--- src/sv/lr_pkg.sv ---
// Package for the line rasterizer: tile constants, coordinate clamp and the
// command/status structs passed between controller and datapath.
// No dependencies.
`default_nettype none

package lr_pkg;

  localparam int TILE_SIZE = 64;
  localparam int COORD_W   = 6;
  localparam int ERR_W     = COORD_W + 4;
  localparam logic [COORD_W-1:0] TILE_MAX = COORD_W'(TILE_SIZE - 1);

  typedef logic [COORD_W-1:0] coord_t;
  typedef logic signed [ERR_W-1:0] err_t;

  // controller -> datapath
  typedef struct packed {
    logic load;   // capture endpoints
    logic setup;  // derive deltas, directions and initial error
    logic step;   // advance to next pixel
  } lr_cmd_t;

  // datapath -> controller
  typedef struct packed {
    logic last;   // current pixel is the final one
  } lr_sts_t;

  function automatic coord_t clamp_coord(input coord_t c);
    clamp_coord = (c > TILE_MAX) ? TILE_MAX : c;
  endfunction

endpackage

`default_nettype wire

--- src/sv/lr_datapath.sv ---
// Line rasterizer datapath: endpoint registers, Bresenham error term,
// current pixel position and remaining-step counter.
// Depends on lr_pkg.
`default_nettype none

module lr_datapath
  import lr_pkg::*;
(
  input  wire logic    clk_i,
  input  wire logic    rst_ni,
  input  wire lr_cmd_t cmd_i,
  output lr_sts_t      sts_o,
  input  wire coord_t  start_x_i,
  input  wire coord_t  start_y_i,
  input  wire coord_t  end_x_i,
  input  wire coord_t  end_y_i,
  output coord_t       pixel_x_o,
  output coord_t       pixel_y_o,
  output logic         last_pixel_o
);

  coord_t x_q, x_d, y_q, y_d;
  coord_t xe_q, ye_q;
  coord_t major_q, major_d, minor_q, minor_d;
  coord_t cnt_q, cnt_d;
  err_t   err_q, err_d;
  logic   x_major_q, x_major_d;
  logic   x_inc_q, x_inc_d, y_inc_q, y_inc_d;

  logic signed [COORD_W:0] dx, dy;
  coord_t ax, ay;
  logic   err_ge;
  err_t   minor2, major2;

  assign dx = $signed({1'b0, xe_q}) - $signed({1'b0, x_q});
  assign dy = $signed({1'b0, ye_q}) - $signed({1'b0, y_q});
  assign ax = dx[COORD_W] ? COORD_W'(-dx) : dx[COORD_W-1:0];
  assign ay = dy[COORD_W] ? COORD_W'(-dy) : dy[COORD_W-1:0];

  assign minor2 = $signed({{(ERR_W-COORD_W-1){1'b0}}, minor_q, 1'b0});
  assign major2 = $signed({{(ERR_W-COORD_W-1){1'b0}}, major_q, 1'b0});
  assign err_ge = ~err_q[ERR_W-1];

  always_comb begin
    x_d       = x_q;
    y_d       = y_q;
    major_d   = major_q;
    minor_d   = minor_q;
    cnt_d     = cnt_q;
    err_d     = err_q;
    x_major_d = x_major_q;
    x_inc_d   = x_inc_q;
    y_inc_d   = y_inc_q;
    if (cmd_i.load) begin
      x_d = clamp_coord(start_x_i);
      y_d = clamp_coord(start_y_i);
    end else if (cmd_i.setup) begin
      x_major_d = (ax >= ay);
      major_d   = (ax >= ay) ? ax : ay;
      minor_d   = (ax >= ay) ? ay : ax;
      x_inc_d   = ~dx[COORD_W];
      y_inc_d   = ~dy[COORD_W];
      cnt_d     = major_d;
      err_d     = $signed({{(ERR_W-COORD_W-1){1'b0}}, minor_d, 1'b0})
                - $signed({{(ERR_W-COORD_W){1'b0}}, major_d});
    end else if (cmd_i.step) begin
      // major axis always moves; minor axis moves on a non-negative error
      if (x_major_q || err_ge) begin
        x_d = x_inc_q ? x_q + COORD_W'(1) : x_q - COORD_W'(1);
      end
      if (!x_major_q || err_ge) begin
        y_d = y_inc_q ? y_q + COORD_W'(1) : y_q - COORD_W'(1);
      end
      err_d = err_q + minor2 - (err_ge ? major2 : err_t'(0));
      cnt_d = cnt_q - COORD_W'(1);
    end
  end

  always_ff @(posedge clk_i or negedge rst_ni) begin
    if (!rst_ni) begin
      xe_q      <= '0;
      ye_q      <= '0;
      x_q       <= '0;
      y_q       <= '0;
      major_q   <= '0;
      minor_q   <= '0;
      cnt_q     <= '0;
      err_q     <= '0;
      x_major_q <= 1'b0;
      x_inc_q   <= 1'b0;
      y_inc_q   <= 1'b0;
    end else begin
      if (cmd_i.load) begin
        xe_q <= clamp_coord(end_x_i);
        ye_q <= clamp_coord(end_y_i);
      end
      x_q       <= x_d;
      y_q       <= y_d;
      major_q   <= major_d;
      minor_q   <= minor_d;
      cnt_q     <= cnt_d;
      err_q     <= err_d;
      x_major_q <= x_major_d;
      x_inc_q   <= x_inc_d;
      y_inc_q   <= y_inc_d;
    end
  end

  assign sts_o.last   = (cnt_q == '0);
  assign pixel_x_o    = x_q;
  assign pixel_y_o    = y_q;
  assign last_pixel_o = sts_o.last;

endmodule

`default_nettype wire

--- src/sv/lr_ctrl.sv ---
// Line rasterizer controller: accepts a segment, sequences setup and the
// per-pixel stepping, and drives both handshakes.
// Depends on lr_pkg.
`default_nettype none

module lr_ctrl
  import lr_pkg::*;
(
  input  wire logic    clk_i,
  input  wire logic    rst_ni,
  input  wire logic    in_valid_i,
  output logic         in_stall_o,
  output logic         out_valid_o,
  input  wire logic    out_stall_i,
  input  wire lr_sts_t sts_i,
  output lr_cmd_t      cmd_o
);

  typedef enum logic [1:0] {
    ST_IDLE,
    ST_SETUP,
    ST_EMIT
  } state_e;

  state_e state_q, state_d;
  logic   out_valid_q, out_valid_d;
  logic   out_take;

  assign out_take = out_valid_q && !out_stall_i;

  always_comb begin
    state_d     = state_q;
    out_valid_d = out_valid_q;
    unique case (state_q)
      ST_IDLE: begin
        if (in_valid_i) begin
          state_d = ST_SETUP;
        end
      end
      ST_SETUP: begin
        state_d     = ST_EMIT;
        out_valid_d = 1'b1;
      end
      ST_EMIT: begin
        if (out_take && sts_i.last) begin
          state_d     = ST_IDLE;
          out_valid_d = 1'b0;
        end
      end
      default: begin
        state_d     = ST_IDLE;
        out_valid_d = 1'b0;
      end
    endcase
  end

  always_ff @(posedge clk_i or negedge rst_ni) begin
    if (!rst_ni) begin
      state_q     <= ST_IDLE;
      out_valid_q <= 1'b0;
    end else begin
      state_q     <= state_d;
      out_valid_q <= out_valid_d;
    end
  end

  assign in_stall_o  = (state_q != ST_IDLE);
  assign out_valid_o = out_valid_q;

  assign cmd_o.load  = (state_q == ST_IDLE) && in_valid_i;
  assign cmd_o.setup = (state_q == ST_SETUP);
  assign cmd_o.step  = (state_q == ST_EMIT) && out_take && !sts_i.last;

endmodule

`default_nettype wire

--- src/sv/line_rasterizer_top.sv ---
// Channel  | dir | handshake                  | words
// ---------+-----+----------------------------+-----------------------------------
// segment  | in  | in_valid_i / in_stall_o    | start_x_i start_y_i end_x_i end_y_i
// pixel    | out | out_valid_o / out_stall_i  | pixel_x_o pixel_y_o last_pixel_o
//
// One segment at a time: accept, a setup state, then one pixel word per
// cycle while out_stall_i is low, max(|dx|,|dy|)+1 words (1..64) per segment.
// The single-step error/position loop in lr_datapath sets that rate.
// Output stall freezes the current pixel; input is stalled until the last
// word of the segment is taken. Reset (async, active low) returns to idle.
// Depends on lr_pkg, lr_ctrl, lr_datapath.
`default_nettype none

module line_rasterizer_top
  import lr_pkg::*;
(
  input  wire logic   clk_i,
  input  wire logic   rst_ni,
  input  wire logic   in_valid_i,
  output logic        in_stall_o,
  input  wire coord_t start_x_i,
  input  wire coord_t start_y_i,
  input  wire coord_t end_x_i,
  input  wire coord_t end_y_i,
  output logic        out_valid_o,
  input  wire logic   out_stall_i,
  output coord_t      pixel_x_o,
  output coord_t      pixel_y_o,
  output logic        last_pixel_o
);

  lr_cmd_t cmd;
  lr_sts_t sts;

  lr_ctrl u_ctrl (
    .clk_i       (clk_i),
    .rst_ni      (rst_ni),
    .in_valid_i  (in_valid_i),
    .in_stall_o  (in_stall_o),
    .out_valid_o (out_valid_o),
    .out_stall_i (out_stall_i),
    .sts_i       (sts),
    .cmd_o       (cmd)
  );

  lr_datapath u_datapath (
    .clk_i        (clk_i),
    .rst_ni       (rst_ni),
    .cmd_i        (cmd),
    .sts_o        (sts),
    .start_x_i    (start_x_i),
    .start_y_i    (start_y_i),
    .end_x_i      (end_x_i),
    .end_y_i      (end_y_i),
    .pixel_x_o    (pixel_x_o),
    .pixel_y_o    (pixel_y_o),
    .last_pixel_o (last_pixel_o)
  );

endmodule

`default_nettype wire

--- config.mk ---
export PLATFORM = sky130hd
export DESIGN_NAME = line_rasterizer_top
export DESIGN_NICKNAME = d
export VERILOG_FILES = /design/src/sv/lr_pkg.sv /design/src/sv/lr_datapath.sv /design/src/sv/lr_ctrl.sv /design/src/sv/line_rasterizer_top.sv
export SDC_FILE = /design/constraint.sdc
export NUM_CORES = 1
export LEC_CHECK = 0
export BUFFER_PORTS_ARGS = -buffer_cell sky130_fd_sc_hd__buf_2
export CORE_MARGIN = 2
export CORE_UTILIZATION = 52
export DETAILED_ROUTE_END_ITERATION = 12
export PLACE_DENSITY = 0.71
export SLEW_MARGIN = 20
export SYNTH_ARGS = -nofsm -noshare
export SYNTH_HDL_FRONTEND = slang
export SYNTH_SLANG_ARGS = --single-unit
--- constraint.sdc ---
create_clock -name clk_i -period 12.8 [get_ports clk_i]
set_input_delay 2.56 -clock clk_i [delete_from_list [all_inputs] [get_ports clk_i]]
set_output_delay 2.56 -clock clk_i [all_outputs]
set_load 0.03 [all_outputs]
==> run metrics <==
status complete, no violations; clk_lat worst skew 350 ps; Routed WL per cell around 14 µm; worst slew pin tran roughly 900 ps; post-CTS sizing 0; worst hold path endpoint u_datapath.major_q[3]$_DFFE_PN0P_; Reg2Reg Launch Point u_datapath.pixel_x_o[0]$_DFFE_PN0P_; RSZ-0062 raised after global routing no; number of port buffers 42; number of iterations in the first detailed-routing pass 5; sequential fraction of the synthesis area between 30% and 40%; R2R depth 23; most frequent cells in the layout inv_1 (65), nand2_1 (59), dfrtp_1 (57); routed vias/inst between 5 and 6; WS Path Type reg2reg; iteration-0 DRC count of the detailed router 111; total of max-cap violations 0; count of nets after finishing approximately 620; CP Capture Type flop; row count 33; routability congestion estimate between 0.8 and 0.9; Cells after Synth 501; Die Span Y 96.39 µm; starting density of the core between 50% and 60%; TritonCTS clock tree built; # DRC 0; Cell Area, Synth 4438 µm²; H-tree depth 3; CP Launch Type flop; FF-to-FF End u_datapath.err_q[5]$_DFFE_PN0P_; Die W around 96 µm; vias 3,478; Placeable Area roughly 8300 µm²; setup violators final 0; WHS Path Cells 2; hold_buf cts 0; final non-filler cell total ~650; arrival time worst endpoint 5780 ps; max_slew headroom 39.77%; detailed placer's ending HPWL between 6 and 7 mm; ANT nets after route 0; warnings from Yosys 0; vias in the first global route 3,619; clk buf depth 2; TritonCTS Sinks 57; Final Slew Violations 0; detailed-route wire length approximately 9.0 mm; Fill cells 759; ant diodes 0; largest net degree at the start of global routing 58; area delta synth->final 11.02%; global-route wire length before repair between 15 and 20 mm; WP data required about 13,000 ps; hold_sp u_datapath.major_q[3]$_DFFE_PN0P_; EDFF count, synth 0; die area 9290 µm²; fmax around 180 MHz; Unique masters post-synth 46; I/O Pins 43; CTS buffer count 9; min-delay worst type reg2reg; CTS root buffer clkbuf_8; crit path max fanout 17; Post-Syn Area per Cell 8.858 µm²; asr flop ratio synth 100.0%; Primary FF master, synth dfrtp_1; initial antenna violation count 0; setup TNS 0 ps; Hold Vio Cnt, Final 0; layout cell share with drive strength beyond 1 15.88%; Yosys reg bits 57; Cell Count Post-Placement 637; Max Clock Skew between 10 and 15 ps; flop-to-flop setup slack 7280 ps; CTS clk-pin slew, worst paths ~60 ps; commonest non-fill, non-tap cell in the layout inv_1; GRT Residual Overflow 0; Synthesized Nets ~580; post-route minimum period 5515 ps; Total Routing Usage GR approximately 22%; Final Cycle Share between 40% and 50%; setup bufs post-CTS 0
## synthesized netlist by cell type, types with 3 or more instances
cell	n	share of area, %
a21o_1	15	2.5
a21oi_1	27	3.0
a21oi_2	3	0.59
clkbuf_1	13	1.1
dfrtp_1	57	32
fa_1	12	5.4
ha_1	41	12
inv_1	65	5.5
mux2_2	9	2.3
mux2i_1	11	2.5
nand2_1	59	5.0
nand2b_1	9	1.3
nand3_1	3	0.34
nor2_1	25	2.1
nor2b_1	14	2.0
nor3_1	3	0.34
nor3b_1	4	0.68
nor4_1	4	0.56
o21ai_0	51	5.8
o21bai_1	5	0.85
or2_2	3	0.42
xnor2_1	26	5.1
xor2_1	10	2.0
## metal layers
metal	vias up	track usage, %	share of wire (%)
met5	-	0	0
met3	20	4.655	2.7
met1	1651	28.15	47
met2	53	37.21	48
met4	0	8.216	2.6
li1	1754	-	-
## worst max-delay path by stage
stage | from | endpoint | slack, ps
6_report | u_datapath.pixel_x_o[0]$_DFFE_PN0P_ | u_datapath.err_q[5]$_DFFE_PN0P_ | 7280
5_1_grt | u_datapath.pixel_x_o[0]$_DFFE_PN0P_ | u_datapath.err_q[5]$_DFFE_PN0P_ | 6830
4_1_cts | u_datapath.pixel_x_o[0]$_DFFE_PN0P_ | u_datapath.err_q[5]$_DFFE_PN0P_ | 7320
3_5_place_dp | u_datapath.pixel_x_o[0]$_DFFE_PN0P_ | u_datapath.err_q[5]$_DFFE_PN0P_ | 7380
3_3_place_gp | u_datapath.pixel_x_o[0]$_DFFE_PN0P_ | u_datapath.err_q[5]$_DFFE_PN0P_ | 7600
2_1_floorplan | u_datapath.pixel_x_o[0]$_DFFE_PN0P_ | u_datapath.err_q[5]$_DFFE_PN0P_ | 7570
## registers in the layout, indices dropped and copies added (netlist names)
signal                count
u_datapath.minor_q        6
u_datapath.pixel_y_o      6
u_datapath.cnt_q          6
u_datapath.x_inc_q        1
u_datapath.major_q        6
u_datapath.ye_q           6
u_datapath.pixel_x_o      6
u_ctrl.out_valid_o        1
u_datapath.err_q          9
u_datapath.x_major_q      1
u_datapath.y_inc_q        1
u_datapath.xe_q           6
u_ctrl.state_q            2
## worst max-delay path, cell delays in order (launching register included)
cell	delay (ps)
dfrtp_1	440
ha_1	270
fa_1	440
nand2b_1	170
a21oi_1	200
a31oi_1	230
o21ai_0	370
ha_1	300
a21o_1	160
a21o_1	170
a21o_1	160
a21oi_1	180
maj3_4	340
nor2_1	70
a21oi_1	300
inv_1	90
ha_1	330
a21oi_1	80
nor2b_1	110
o21ai_0	80
mux2_4	300
a21boi_2	150
mux2_1	330
a21oi_1	140
## through the flow
| stage | hold slack, ps | setup WS, ps | util (%) | area [µm²] |
|---|---|---|---|---|
| 2_1_floorplan | 438.2 | 7566 | - | 4438 |
| 3_3_place_gp | 457.5 | 7603 | 57.56 | 4753 |
| 3_5_place_dp | 456.2 | 7376 | 57.56 | 4753 |
| 4_1_cts | 470.4 | 7318 | 59.67 | 4927 |
| 5_1_grt | 506.9 | 6825 | 59.67 | 4927 |
| 6_report | 474.6 | 7285 | 59.67 | 4927 |
## logic make-up (layout without fill, tap and decap cells)
logic type	Yosys count	after routing	synth area share, %
xor+xnor	38	38	7.838
compound gates	122	122	17.06
flops	57	57	32.14
simple gates	129	129	13.62
mux	22	22	5.357
buf+inv	79	126	6.710
fa+ha+maj	54	54	17.28
## area by class of cell
| class | count | area (µm²) | area share, % |
|---|---|---|---|
| multi-input cells | 365 | 2719 | 55.18 |
| clock buffers | 13 | 158.9 | 3.225 |
| flip-flops and latches | 57 | 1426 | 28.95 |
| clock inverters | 3 | 15.01 | 0.3047 |
| well taps | 105 | 131.4 | 2.666 |
| repair buffers | 45 | 232.7 | 4.723 |
| inverters | 65 | 244.0 | 4.952 |
Power is not shown: default switching activity piles up to over one toggle a cycle in this logic, so the estimate is an artifact.
